`src/hdl/ppou_pkg.sv`:
```
// Shared types, codes and arithmetic helpers of the pixel point-operation unit.
// Depends on nothing; the config, stage and top-level modules import it.
package ppou_pkg;

  localparam int unsigned NCH = 3;

  // Register indexes on the configuration port
  localparam logic [2:0] REG_EFFECT      = 3'd0;
  localparam logic [2:0] REG_BRIGHT_OFS  = 3'd1;
  localparam logic [2:0] REG_CONTR_GAIN  = 3'd2;
  localparam logic [2:0] REG_GRAY_W      = 3'd3;
  localparam logic [2:0] REG_THR_MODE    = 3'd4;
  localparam logic [2:0] REG_THR_LEVEL   = 3'd5;
  localparam logic [2:0] REG_THR_MAX     = 3'd6;
  localparam logic [2:0] REG_THR_PER_CH  = 3'd7;

  localparam int unsigned CFG_IDX_W  = 3;
  localparam int unsigned CFG_DATA_W = 48;

  // Effect codes
  localparam logic [2:0] FX_BRIGHT   = 3'd0;
  localparam logic [2:0] FX_CONTRAST = 3'd1;
  localparam logic [2:0] FX_NEGATIVE = 3'd2;
  localparam logic [2:0] FX_GRAY     = 3'd3;
  localparam logic [2:0] FX_THRESH   = 3'd4;

  // Threshold mode codes
  localparam logic [2:0] TM_BINARY     = 3'd0;
  localparam logic [2:0] TM_BINARY_INV = 3'd1;
  localparam logic [2:0] TM_TOZERO     = 3'd2;
  localparam logic [2:0] TM_TOZERO_INV = 3'd3;
  localparam logic [2:0] TM_TRUNC      = 3'd4;

  // BT.601 luma weights, Q.14
  localparam logic [13:0] LUMA_W0 = 14'd1868;
  localparam logic [13:0] LUMA_W1 = 14'd9617;
  localparam logic [13:0] LUMA_W2 = 14'd4899;
  localparam logic [21:0] LUMA_RND = 22'd8192;

  localparam logic signed [25:0] CONTR_BIAS = 26'sd32768;

  typedef logic [7:0] pix_t;

  typedef struct packed {
    logic [2:0]         effect;
    logic signed [8:0]  bright_ofs;
    logic signed [15:0] contr_gain;
    logic [47:0]        gray_w;
    logic [2:0]         thr_mode;
    logic [7:0]         thr_level;
    logic [7:0]         thr_max;
    logic               thr_per_ch;
  } cfg_t;

  // After the multiply stage
  typedef struct packed {
    pix_t [NCH-1:0]              chan;
    logic [NCH-1:0][24:0]        prod;   // signed gain or weight products
    logic [NCH-1:0][21:0]        luma;   // luma partial products
    logic [NCH-1:0][9:0]         bsum;   // signed channel plus offset
  } mul_t;

  // After the accumulate / round stage
  typedef struct packed {
    pix_t [NCH-1:0]              chan;
    logic [NCH-1:0][17:0]        cq;     // signed rounded contrast values
    logic signed [25:0]          gsum;
    pix_t                        luma;
    logic [NCH-1:0][9:0]         bsum;
  } acc_t;

  typedef struct packed {
    pix_t [NCH-1:0] pix;
  } res_t;

  function automatic pix_t sat_bright(input logic signed [9:0] v);
    pix_t r;
    if (v < 0) r = 8'd0;
    else if (v > 10'sd255) r = 8'd255;
    else r = v[7:0];
    return r;
  endfunction

  function automatic pix_t sat_contr(input logic signed [17:0] v);
    pix_t r;
    if (v < 0) r = 8'd0;
    else if (v > 18'sd255) r = 8'd255;
    else r = v[7:0];
    return r;
  endfunction

  // Truncate a Q.12 sum toward zero and clamp; negative sums land on zero
  function automatic pix_t sat_gray(input logic signed [25:0] s);
    pix_t r;
    if (s < 0) r = 8'd0;
    else if (s[24:20] != 5'd0) r = 8'd255;
    else r = s[19:12];
    return r;
  endfunction

  function automatic pix_t thresh(input pix_t v, input logic [2:0] mode,
                                  input pix_t level, input pix_t maxv);
    logic above;
    pix_t r;
    above = v > level;
    case (mode)
      TM_BINARY:     r = above ? maxv : 8'd0;
      TM_BINARY_INV: r = above ? 8'd0 : maxv;
      TM_TOZERO:     r = above ? v : 8'd0;
      TM_TOZERO_INV: r = above ? 8'd0 : v;
      TM_TRUNC:      r = above ? level : v;
      default:       r = v;
    endcase
    return r;
  endfunction

endpackage

```
`src/hdl/ppou_in_if.sv`:
```
// Input pixel channel: valid/ready handshake with three 8-bit channels.
// Depends on nothing.
interface ppou_in_if;
  logic       valid;
  logic       ready;
  logic [7:0] chan0;
  logic [7:0] chan1;
  logic [7:0] chan2;

  modport source (output valid, output chan0, output chan1, output chan2, input ready);
  modport sink   (input valid, input chan0, input chan1, input chan2, output ready);
endinterface

```
`src/hdl/ppou_out_if.sv`:
```
// Result pixel channel: valid/ready handshake with three 8-bit outputs.
// Depends on nothing.
interface ppou_out_if;
  logic       valid;
  logic       ready;
  logic [7:0] out0;
  logic [7:0] out1;
  logic [7:0] out2;

  modport source (output valid, output out0, output out1, output out2, input ready);
  modport sink   (input valid, input out0, input out1, input out2, output ready);
endinterface

```
`src/hdl/ppou_cfg_regs.sv`:
```
// Configuration register file, written through the plain write port.
// Depends on ppou_pkg.
module ppou_cfg_regs (
  input  logic                                clk,
  input  logic                                rst_n,
  input  logic                                cfg_we,
  input  logic [ppou_pkg::CFG_IDX_W-1:0]      cfg_idx,
  input  logic [ppou_pkg::CFG_DATA_W-1:0]     cfg_wdata,
  output ppou_pkg::cfg_t                      cfg
);
  import ppou_pkg::*;

  cfg_t cfg_r;

  always_ff @(posedge clk) begin
    if (!rst_n) begin
      cfg_r.effect     <= FX_BRIGHT;
      cfg_r.bright_ofs <= 9'sd0;
      cfg_r.contr_gain <= 16'sd256;
      cfg_r.gray_w     <= 48'd0;
      cfg_r.thr_mode   <= TM_BINARY;
      cfg_r.thr_level  <= 8'd128;
      cfg_r.thr_max    <= 8'd255;
      cfg_r.thr_per_ch <= 1'b0;
    end else if (cfg_we) begin
      case (cfg_idx)
        REG_EFFECT:     cfg_r.effect     <= cfg_wdata[2:0];
        REG_BRIGHT_OFS: cfg_r.bright_ofs <= cfg_wdata[8:0];
        REG_CONTR_GAIN: cfg_r.contr_gain <= cfg_wdata[15:0];
        REG_GRAY_W:     cfg_r.gray_w     <= cfg_wdata[47:0];
        REG_THR_MODE:   cfg_r.thr_mode   <= cfg_wdata[2:0];
        REG_THR_LEVEL:  cfg_r.thr_level  <= cfg_wdata[7:0];
        REG_THR_MAX:    cfg_r.thr_max    <= cfg_wdata[7:0];
        REG_THR_PER_CH: cfg_r.thr_per_ch <= cfg_wdata[0];
        default:        cfg_r.effect     <= cfg_r.effect;
      endcase
    end
  end

  assign cfg = cfg_r;
endmodule

```
`src/hdl/ppou_mul_stage.sv`:
```
// Stage 1: per-channel gain/weight multiply, luma products and brightness add.
// Depends on ppou_pkg.
module ppou_mul_stage (
  input  logic              clk,
  input  logic              rst_n,
  input  ppou_pkg::cfg_t    cfg,
  input  logic              up_valid,
  output logic              up_ready,
  input  ppou_pkg::pix_t [ppou_pkg::NCH-1:0] up_chan,
  output logic              dn_valid,
  input  logic              dn_ready,
  output ppou_pkg::mul_t    dn_data
);
  import ppou_pkg::*;

  logic valid_r;
  mul_t data_r;
  mul_t data_nxt;
  logic signed [15:0] mul_a [NCH];
  logic signed [8:0]  mul_b [NCH];
  logic signed [24:0] mul_p [NCH];
  logic [13:0]        luma_w [NCH];

  assign luma_w[0] = LUMA_W0;
  assign luma_w[1] = LUMA_W1;
  assign luma_w[2] = LUMA_W2;

  // One shared multiplier per channel: contrast gain or gray weight
  always_comb begin
    for (int i = 0; i < NCH; i++) begin
      if (cfg.effect == FX_CONTRAST) begin
        mul_a[i] = cfg.contr_gain;
        mul_b[i] = $signed({1'b0, up_chan[i]}) - 9'sd128;
      end else begin
        mul_a[i] = cfg.gray_w[16*i +: 16];
        mul_b[i] = $signed({1'b0, up_chan[i]});
      end
      mul_p[i] = mul_a[i] * mul_b[i];
      data_nxt.chan[i] = up_chan[i];
      data_nxt.prod[i] = mul_p[i];
      data_nxt.luma[i] = luma_w[i] * up_chan[i];
      data_nxt.bsum[i] = $signed({2'b00, up_chan[i]}) +
                         $signed({cfg.bright_ofs[8], cfg.bright_ofs});
    end
  end

  assign up_ready = !valid_r || dn_ready;

  always_ff @(posedge clk) begin
    if (!rst_n) begin
      valid_r <= 1'b0;
    end else if (up_ready) begin
      valid_r <= up_valid;
    end
  end

  always_ff @(posedge clk) begin
    if (up_ready && up_valid) begin
      data_r <= data_nxt;
    end
  end

  assign dn_valid = valid_r;
  assign dn_data  = data_r;
endmodule

```
`src/hdl/ppou_acc_stage.sv`:
```
// Stage 2: contrast rounding (ties to even), gray and luma sums.
// Depends on ppou_pkg.
module ppou_acc_stage (
  input  logic              clk,
  input  logic              rst_n,
  input  logic              up_valid,
  output logic              up_ready,
  input  ppou_pkg::mul_t    up_data,
  output logic              dn_valid,
  input  logic              dn_ready,
  output ppou_pkg::acc_t    dn_data
);
  import ppou_pkg::*;

  logic valid_r;
  acc_t data_r;
  acc_t data_nxt;
  logic signed [25:0] p [NCH];
  logic signed [17:0] q [NCH];
  logic [7:0]         rem [NCH];
  logic               inc [NCH];
  logic [21:0]        luma_sum;

  always_comb begin
    for (int i = 0; i < NCH; i++) begin
      p[i]   = $signed({up_data.prod[i][24], up_data.prod[i]}) + CONTR_BIAS;
      q[i]   = p[i][25:8];
      rem[i] = p[i][7:0];
      inc[i] = (rem[i] > 8'd128) || ((rem[i] == 8'd128) && q[i][0]);
      data_nxt.cq[i]   = q[i] + $signed({17'd0, inc[i]});
      data_nxt.chan[i] = up_data.chan[i];
      data_nxt.bsum[i] = up_data.bsum[i];
    end
    data_nxt.gsum = $signed({up_data.prod[0][24], up_data.prod[0]}) +
                    $signed({up_data.prod[1][24], up_data.prod[1]}) +
                    $signed({up_data.prod[2][24], up_data.prod[2]});
    luma_sum = up_data.luma[0] + up_data.luma[1] + up_data.luma[2] + LUMA_RND;
    data_nxt.luma = luma_sum[21:14];
  end

  assign up_ready = !valid_r || dn_ready;

  always_ff @(posedge clk) begin
    if (!rst_n) begin
      valid_r <= 1'b0;
    end else if (up_ready) begin
      valid_r <= up_valid;
    end
  end

  always_ff @(posedge clk) begin
    if (up_ready && up_valid) begin
      data_r <= data_nxt;
    end
  end

  assign dn_valid = valid_r;
  assign dn_data  = data_r;
endmodule

```
`src/hdl/ppou_out_stage.sv`:
```
// Stage 3: saturation, thresholding and effect select into the output register.
// Depends on ppou_pkg.
module ppou_out_stage (
  input  logic              clk,
  input  logic              rst_n,
  input  ppou_pkg::cfg_t    cfg,
  input  logic              up_valid,
  output logic              up_ready,
  input  ppou_pkg::acc_t    up_data,
  output logic              dn_valid,
  input  logic              dn_ready,
  output ppou_pkg::res_t    dn_data
);
  import ppou_pkg::*;

  logic valid_r;
  res_t data_r;
  res_t data_nxt;
  pix_t gray_v;
  pix_t luma_thr;

  always_comb begin
    gray_v   = sat_gray(up_data.gsum);
    luma_thr = thresh(up_data.luma, cfg.thr_mode, cfg.thr_level, cfg.thr_max);
    for (int i = 0; i < NCH; i++) begin
      case (cfg.effect)
        FX_BRIGHT:   data_nxt.pix[i] = sat_bright(up_data.bsum[i]);
        FX_CONTRAST: data_nxt.pix[i] = sat_contr(up_data.cq[i]);
        FX_NEGATIVE: data_nxt.pix[i] = ~up_data.chan[i];
        FX_GRAY:     data_nxt.pix[i] = gray_v;
        FX_THRESH:   data_nxt.pix[i] = cfg.thr_per_ch ?
                       thresh(up_data.chan[i], cfg.thr_mode, cfg.thr_level, cfg.thr_max) :
                       luma_thr;
        default:     data_nxt.pix[i] = up_data.chan[i];
      endcase
    end
  end

  assign up_ready = !valid_r || dn_ready;

  always_ff @(posedge clk) begin
    if (!rst_n) begin
      valid_r <= 1'b0;
    end else if (up_ready) begin
      valid_r <= up_valid;
    end
  end

  always_ff @(posedge clk) begin
    if (up_ready && up_valid) begin
      data_r <= data_nxt;
    end
  end

  assign dn_valid = valid_r;
  assign dn_data  = data_r;
endmodule

```
`src/hdl/pixel_point_operation_unit.sv`:
```
// Top level of the pixel point-operation unit: config registers and three stages.
// Depends on ppou_pkg, ppou_in_if, ppou_out_if and the ppou stage modules.
//
//   port      dir   handshake      payload
//   in_pix    in    valid/ready    chan0, chan1, chan2 (8 bit each)
//   out_pix   out   valid/ready    out0, out1, out2 (8 bit each)
//   cfg_*     in    write enable   cfg_idx (3 bit), cfg_wdata (48 bit)
//
// One item per cycle sustained unless out_pix stalls; items pass the stages in turn
// (multiply, accumulate/round, saturate/select), the last being the output register.
// Synchronous active-low reset empties the pipe and loads register defaults.
// A stall on out_pix holds each full stage; a stage still takes an item while
// the one after it drains, so no bubble is added.
module pixel_point_operation_unit (
  input  logic                             clk,
  input  logic                             rst_n,
  ppou_in_if.sink                          in_pix,
  ppou_out_if.source                       out_pix,
  input  logic                             cfg_we,
  input  logic [ppou_pkg::CFG_IDX_W-1:0]   cfg_idx,
  input  logic [ppou_pkg::CFG_DATA_W-1:0]  cfg_wdata
);
  import ppou_pkg::*;

  cfg_t           cfg;
  pix_t [NCH-1:0] in_chan;
  logic           s1_valid;
  logic           s1_ready;
  mul_t           s1_data;
  logic           s2_valid;
  logic           s2_ready;
  acc_t           s2_data;
  res_t           res;

  assign in_chan[0] = in_pix.chan0;
  assign in_chan[1] = in_pix.chan1;
  assign in_chan[2] = in_pix.chan2;

  ppou_cfg_regs u_cfg (
    .clk       (clk),
    .rst_n     (rst_n),
    .cfg_we    (cfg_we),
    .cfg_idx   (cfg_idx),
    .cfg_wdata (cfg_wdata),
    .cfg       (cfg)
  );

  ppou_mul_stage u_mul (
    .clk      (clk),
    .rst_n    (rst_n),
    .cfg      (cfg),
    .up_valid (in_pix.valid),
    .up_ready (in_pix.ready),
    .up_chan  (in_chan),
    .dn_valid (s1_valid),
    .dn_ready (s1_ready),
    .dn_data  (s1_data)
  );

  ppou_acc_stage u_acc (
    .clk      (clk),
    .rst_n    (rst_n),
    .up_valid (s1_valid),
    .up_ready (s1_ready),
    .up_data  (s1_data),
    .dn_valid (s2_valid),
    .dn_ready (s2_ready),
    .dn_data  (s2_data)
  );

  ppou_out_stage u_out (
    .clk      (clk),
    .rst_n    (rst_n),
    .cfg      (cfg),
    .up_valid (s2_valid),
    .up_ready (s2_ready),
    .up_data  (s2_data),
    .dn_valid (out_pix.valid),
    .dn_ready (out_pix.ready),
    .dn_data  (res)
  );

  assign out_pix.out0 = res.pix[0];
  assign out_pix.out1 = res.pix[1];
  assign out_pix.out2 = res.pix[2];
endmodule
```
`src/flat_wrapper.sv`:
```
// flat-port wrapper written by rule: the top's interface ports become plain ports
module pixel_point_operation_unit_flat import ppou_pkg::*;
  (clk, rst_n, cfg_we, cfg_idx, cfg_wdata, in_pix_valid, in_pix_chan0, in_pix_chan1, in_pix_chan2, in_pix_ready, out_pix_valid, out_pix_out0, out_pix_out1, out_pix_out2, out_pix_ready);
  ppou_in_if in_pix_i ();
  ppou_out_if out_pix_i ();
  input  logic clk;
  input  logic rst_n;
  input  logic cfg_we;
  input  logic [ppou_pkg::CFG_IDX_W-1:0] cfg_idx;
  input  logic [ppou_pkg::CFG_DATA_W-1:0] cfg_wdata;
  input wire logic [$bits(in_pix_i.valid)-1:0] in_pix_valid;
  input wire logic [$bits(in_pix_i.chan0)-1:0] in_pix_chan0;
  input wire logic [$bits(in_pix_i.chan1)-1:0] in_pix_chan1;
  input wire logic [$bits(in_pix_i.chan2)-1:0] in_pix_chan2;
  output wire logic [$bits(in_pix_i.ready)-1:0] in_pix_ready;
  output wire logic [$bits(out_pix_i.valid)-1:0] out_pix_valid;
  output wire logic [$bits(out_pix_i.out0)-1:0] out_pix_out0;
  output wire logic [$bits(out_pix_i.out1)-1:0] out_pix_out1;
  output wire logic [$bits(out_pix_i.out2)-1:0] out_pix_out2;
  input wire logic [$bits(out_pix_i.ready)-1:0] out_pix_ready;
  assign in_pix_i.valid = in_pix_valid;
  assign in_pix_i.chan0 = in_pix_chan0;
  assign in_pix_i.chan1 = in_pix_chan1;
  assign in_pix_i.chan2 = in_pix_chan2;
  assign in_pix_ready = in_pix_i.ready;
  assign out_pix_valid = out_pix_i.valid;
  assign out_pix_out0 = out_pix_i.out0;
  assign out_pix_out1 = out_pix_i.out1;
  assign out_pix_out2 = out_pix_i.out2;
  assign out_pix_i.ready = out_pix_ready;
  pixel_point_operation_unit u_core (.clk(clk), .rst_n(rst_n), .in_pix(in_pix_i), .out_pix(out_pix_i), .cfg_we(cfg_we), .cfg_idx(cfg_idx), .cfg_wdata(cfg_wdata));
endmodule
```
`config.mk`:
```
export PLATFORM = sky130hd
export DESIGN_NAME = pixel_point_operation_unit_flat
export DESIGN_NICKNAME = d
export VERILOG_FILES = /design/src/hdl/ppou_pkg.sv /design/src/hdl/ppou_in_if.sv /design/src/hdl/ppou_out_if.sv /design/src/hdl/ppou_cfg_regs.sv /design/src/hdl/ppou_mul_stage.sv /design/src/hdl/ppou_acc_stage.sv /design/src/hdl/ppou_out_stage.sv /design/src/hdl/pixel_point_operation_unit.sv /design/src/flat_wrapper.sv
export SDC_FILE = /design/constraint.sdc
export NUM_CORES = 2
export LEC_CHECK = 0
export ABC_AREA = 0
export BUFFER_PORTS_ARGS = -buffer_cell sky130_fd_sc_hd__buf_4
export CAP_MARGIN = 20
export CORE_MARGIN = 2
export CORE_UTILIZATION = 61
export CTS_CLUSTER_DIAMETER = 80
export DETAILED_ROUTE_END_ITERATION = 16
export PLACE_DENSITY = 0.78
export SLEW_MARGIN = 20
export SYNTH_ARGS = -nofsm -noshare
export SYNTH_HDL_FRONTEND = slang
export SYNTH_SLANG_ARGS = --single-unit
export TNS_END_PERCENT = 1
```
`constraint.sdc`:
```
create_clock -name clk -period 37.6 [get_ports clk]
set_input_delay 7.52 -clock clk [delete_from_list [all_inputs] [get_ports clk]]
set_output_delay 7.52 -clock clk [all_outputs]
set_load 0.05 [all_outputs]
```
# --- Yosys cells after proc, flatten, opt, wreduce, memory -nomap -nowiden ---
# Cells that the tools add are included.
# Widths: inputs -> output; s select.
op_classes:
  eq_ne: 18
  magnitude_cmp: 20
  n_reduce_logical: 27
  n_mul: 6
  bitwise_logic: 3
  n_addsub: 17
  n_mux: 50
ops:
  columns: ["cell", "count"]
  rows:
  - ["$mux 8", 37]
  - ["$pmux 8 s5", 7]
  - ["$add 25x17->26 const B", 3]
  - ["$mul 16x9->25", 3]
  - ["$add 18x2->18", 3]
  - ["$gt 18x9->1 const B", 3]
  - ["$lt 18x1->1 const B", 3]
  - ["$mux 16", 3]
  - ["$add 22x22->22", 2]
  - ["$gt 8x8->1", 4]
  - ["$add 9x9->10", 3]
  - ["$gt 10x9->1 const B", 3]
  - ["$lt 10x1->1 const B", 3]
  - ["$mux 9", 3]
  - ["$sub 8x8->9 const B", 3]
  - ["$add 25x25->26", 1]
  - ["$add 26x25->26", 1]
  - ["$lt 26x1->1 const B", 1]
  - ["$eq 8x8->1 const B", 3]
  - ["$gt 8x8->1 const B", 3]
  - ["$not 8->8", 3]
  - ["$add 22x14->22 const B", 1]
  - ["$mul 14x8->22 const A", 1]
  - ["$mul 13x8->21 const A", 1]
  - ["10 further kinds", 43]
totals:
  inputBits: 80
  reg_bits: 458
  word_cells: 178
  output_inout_bits: 26

# --- Depth between registers and ports, before layout ---
depth:
  depth_word: 5
  depth_mapped: 28
  depth_no_buf: 25

# --- Hierarchy ---
# A second synthesis with hierarchy kept.
hier_totals:
  hier_cells: 4232
  area_unflattened_um2: 42939.9
modules_own_cells:
  columns: ["mod", "area_each_um2", "cells_each", "instances"]
  rows:
  - ["ppou_mul_stage", 25680.9, 2489, 1]
  - ["ppou_acc_stage", 9326.4, 823, 1]
  - ["ppou_out_stage", 4204.0, 539, 1]
  - ["ppou_cfg_regs", 3728.6, 381, 1]

# --- Least setup slack after synthesis ---
# Ideal clock, no wire load.
synth_path:
  path_type: "in2reg"
  from: "input port out_pix_ready"
  to: "register u_core.u_acc.data_r, in the netlist u_core.u_acc.dn_data[0], enable pin"
  n_path_buf: 0
  path_slack_ps: 19777
  path_stages: 2
  arrival_ps: 17005
  cell_sequence: "nor2b_1 -> a21boi_0"
synth_via:
  elab_chain_len: 3
synth_lines:
  columns: ["element", "line", "text"]
  rows:
  - ["start, declared", "flat_wrapper.sv:20", "input wire logic [$bits(out_pix_i.ready)-1:0] out_pix_ready;"]
  - ["$logic_or 1x1->1", "ppou_out_stage.sv:39", "assign up_ready = !valid_r || dn_ready;"]
  - ["$logic_or 1x1->1", "ppou_acc_stage.sv:41", "assign up_ready = !valid_r || dn_ready;"]
  - ["$logic_and 1x1->1", "ppou_acc_stage.sv:52", "if (up_ready && up_valid) begin"]
  - ["end signal, assigned", "ppou_acc_stage.sv:53", "data_r <= data_nxt;"]
  - ["end, declared", "ppou_acc_stage.sv:16", "acc_t data_r;"]
# Every way passes these cells.
# A chain may end at the register's enable or synchronous reset.

# --- Worst setup path in the final report ---
layout_path:
  from: "input port out_pix_ready"
  to: "output port in_pix_ready"
layout_via:
  elab_chain_len: 3
layout_lines:
  columns: ["element", "line", "text"]
  rows:
  - ["$logic_or 1x1->1", "ppou_out_stage.sv:39", null]
  - ["$logic_or 1x1->1", "ppou_acc_stage.sv:41", null]
  - ["$logic_or 1x1->1", "ppou_mul_stage.sv:47", "assign up_ready = !valid_r || dn_ready;"]
  - ["end, declared", "flat_wrapper.sv:15", "output wire logic [$bits(in_pix_i.ready)-1:0] in_pix_ready;"]
# Every way passes these cells.

==> summary.md <==
| Metric | Value |
|---|---|
| Status | complete, no violations |
| Pin count of the biggest net entering global routing | 178 |
| DRC | 0 |
| Layout Nets | 4925 |
| IO Pins | roughly 110 |
| H-tree Lvls | 2 |
| WP data arrival | approximately 8.5 ns |
| PostCTS Resize Cnt | 0 |
| Final TNS setup | 0 ns |
| Starting DRT DRC Count | 2410 |
| Row cnt | 94 |
| Post-synthesis cell type count | 69 |
| First-pass GRT wire length | between 150 and 200 mm |
| WHS Endpoint | u_core.u_acc.dn_data[141] |
| Post-route clock period utilization | 0.427 |
| Final setup fails | 0 |
| Fin. Hold Viols | 0 |
| Max_slew headroom | 0.264 |
| Worst-path fanout max | 6 |
| Dpl cell area | 41800 µm² |
| Worst r2r src | u_core.u_cfg.cfg[93] |
| Critical Path Start Type | input pin |
| FF-to-FF setup slack | 29.78 ns |
| Max Root-Sink Buffers | 3 |
| Primary FF master, synth | edfxtp_1 |
| Number of fill cells | 4987 |
| FF-to-FF path depth | 23 |
| Lkg Pwr | 20.6 nW |
| Skew final | between 0.03 and 0.04 ns |
| CTS clk-pin slew, worst paths | 0.07 ns |
| CP peak stage delay | about 0.5 ns |
| Post-CTS Hold Buffers | 0 |
| Vias in the first global route | about 30000 |
| Yosys warning total | 0 |
| Die area | ~68000 µm² |
| Initial core utilization | 0.613 |
| Seq cells post-synth | 436 |
| R2r endpoint | u_core.u_mul.dn_data[169] |
| Top Family by Delay on Critical Path | simple AND/OR/NAND/NOR gates |
| Vias | 29000 |
| Data required, critical path | 30.08 ns |
| Root buf cell | clkbuf_16 |
| Die Width | ~260 µm |
| HPWL after detailed placement | 81.3 mm |
| Critical path buffers and inverters | 2 |
| Antenna Nets Post-Route | 0 |
| Hold depth | 0 |
| Synth area leader | edfxtp_1 |
| CTS buffer count | 50 |
| Synth area leaders | edfxtp_1, fa_1, ha_1 |
| Worst setup EP type | output pin |
| Post-DR vias/cell | between 5 and 6 |
| Met2 usage | 0.511 |
| Setup repair bufs after CTS | 0 |
| Pins over their slew limit | 0 |
| Pwr dens | 41.5 nW/µm² |
| Per-cell routed wire length | roughly 22 µm |
| Syn avg cell area | 10.3 µm² |
| Worst skew pair latency | 0.62 ns |
| Top Usage Layer GRT | met2 |
| Max-cap violations | 0 |
| Sequential cell area fraction in the yosys report | 0.301 |
| Worst slew pin tran | 1.10 ns |
| RSZ-0062 raised after global routing | no |
| Synthesized cell area | about 40000 µm² |
| Sinks on Clock Net | 436 |
| Worst Hold Class | register to register |
| CTS tree | done |
| CP cell instances | buf_4 -> nor2b_1 -> nand3_1 -> buf_4 |
| Met3 Track Usage GR | 0.0629 |
| Layout cells sized above 1 | 0.0636 |
| Gr usage total | 0.318 |
| Crit path kind | input pin to output pin |
| Routed wire length | between 100 and 150 mm |
| I/O Buffers | 105 |
| FMAX | slightly above 60 MHz |
| Syn_nets | about 5000 |
| Antenna violations before repair | 5 |
| Number of flops mapped to enable cells by yosys | approximately 340 |
| Core ar. | between 60000 and 70000 µm² |
| Maximum VDD drop | 0.0579 mV |
| Share of flip-flops with an asynchronous set or reset | 0 |
| Share of the synthesized area in the top cell type | 0.252 |
| Top cell by count, worst path | buf_4 |
| Critical path's slowest cell | nor2b_1 |
| Final min period | 16.05 ns |
| Post-Synthesis Cells | 3896 |
| Routability cong. | around 0.96 |
| Final instance area | ~44000 µm² |
| Die height | approximately 260 µm |
| Power after layout | 0.00181 W |
| GRT overflow | 0 |
| Start point of the worst min-delay path | u_core.u_mul.dn_data[194] |
| Layout area overhead | 8.87% |
| Grt met1 use | 0.412 |
| Iteration count of the initial detailed-routing pass | 5 |
## per-layer routing
layer	vias up	routed length (µm)
li1	13300	-
met1	14200	41700
met2	1199	47800
met3	308	9230
met4	6	6020
met5	-	45
## synthesized netlist by cell type, types with 11 or more instances
cell,number
a31oi_1,13
or2_2,13
fa_1,445
nor2_1,329
nor4_1,11
o21ai_0,121
and2_1,75
ha_1,435
nor2b_1,79
o221a_2,24
and3_1,18
o221ai_1,26
dfxtp_1,99
nor3_1,24
a21o_1,77
nand2b_1,40
o21a_1,20
inv_1,470
a211oi_1,11
edfxtp_1,337
o21bai_1,25
clkbuf_1,93
nand4_1,14
nand2_1,421
nand3_1,53
a221oi_1,23
xor2_1,56
or2_1,22
xnor2_1,159
a21boi_0,87
a21oi_1,158
## sequential cells by signal, indices dropped and copies added (netlist names)
| signal | count |
|---|---|
| u_core.u_mul.dn_data | 183 |
| u_core.u_out.dn_valid | 1 |
| u_core.u_mul.dn_valid | 1 |
| u_core.u_acc.dn_data | 130 |
| u_core.u_out.dn_data | 24 |
| u_core.u_cfg.cfg | 96 |
| u_core.u_acc.dn_valid | 1 |
## kinds of logic (layout without fill, tap and decap cells)
kind of cell    Yosys count  in the layout  share of synthesized area
compound gates          660            660                      0.112
xor+xnor                215            215                     0.0469
fa+ha+maj               880            880                      0.357
buf+inv                 573            684                     0.0536
flops                   436            436                      0.301
mux                       9              9                    0.00224
other cells               0              1                          0
simple gates           1123           1123                      0.127
## where the power goes
group	internal, W	switching (W)
Sequential	0.000606	0.0000426
Clock	0.000347	0.000212
Combinational	0.000262	0.000342
## worst max-delay path by stage
stage	from	to	slack (ns)	cells after the start
after floorplan	out_pix_ready	u_core.u_acc.dn_data[0]	19.78	2
after global placement	out_pix_ready	in_pix_ready	21.57	4
after detailed placement	out_pix_ready	in_pix_ready	21.54	4
after CTS	out_pix_ready	in_pix_ready	21.54	4
after global routing	out_pix_ready	in_pix_ready	21.45	4
final	out_pix_ready	in_pix_ready	21.55	4
## layout by cell type (no fill, tap or decap), types with 25 or more instances in the layout
cell / instances
inv_1: 470
fa_1: 445
ha_1: 435
nand2_1: 421
edfxtp_1: 337
nor2_1: 329
xnor2_1: 159
a21oi_1: 158
o21ai_0: 120
buf_4: 119
dfxtp_1: 99
a21boi_0: 86
nor2b_1: 78
a21o_1: 77
and2_1: 75
xor2_1: 56
nand3_1: 52
clkbuf_16: 52
nand2b_1: 40
o221ai_1: 26
o21bai_1: 25
## area by class of cell
cell class / instances / area, µm² / share of cell area
Inverter: 470 / 1760 / 0.0404
Sequential cell: 436 / 12100 / 0.277
Clock inverter: 35 / 572 / 0.0131
Clock buffer: 59 / 1340 / 0.0306
Multi-Input combinational cell: 2887 / 25900 / 0.594
Tap cell: 864 / 1080 / 0.0247
Timing Repair Buffer: 120 / 913 / 0.0209
Antenna cell: 1 / 2.50 / 0.0000572
## worst register-to-register path: cells and delay by family, from the launching register on
kind                     cells  cell delay, ns
AO/OA/AOI/OAI                8            1.85
XOR/XNOR                     1            0.14
buffers and inverters        4            0.75
adder cells (fa/ha/maj)      6            2.94
flip-flops                   1            0.49
AND/OR/NAND/NOR              4            1.36
## through the flow
step	setup WS (ns)	hold WS, ns	util	instances
3_3_place_gp	21.57	0.401	0.638	4777
3_5_place_dp	21.54	0.405	0.638	4777
6_report	21.55	0.415	0.667	4872
2_1_floorplan	19.78	0.400	-	3896
4_1_cts	21.54	0.415	0.667	4871
5_1_grt	21.45	0.418	0.667	4871
Power figures use the tool's default switching activity.
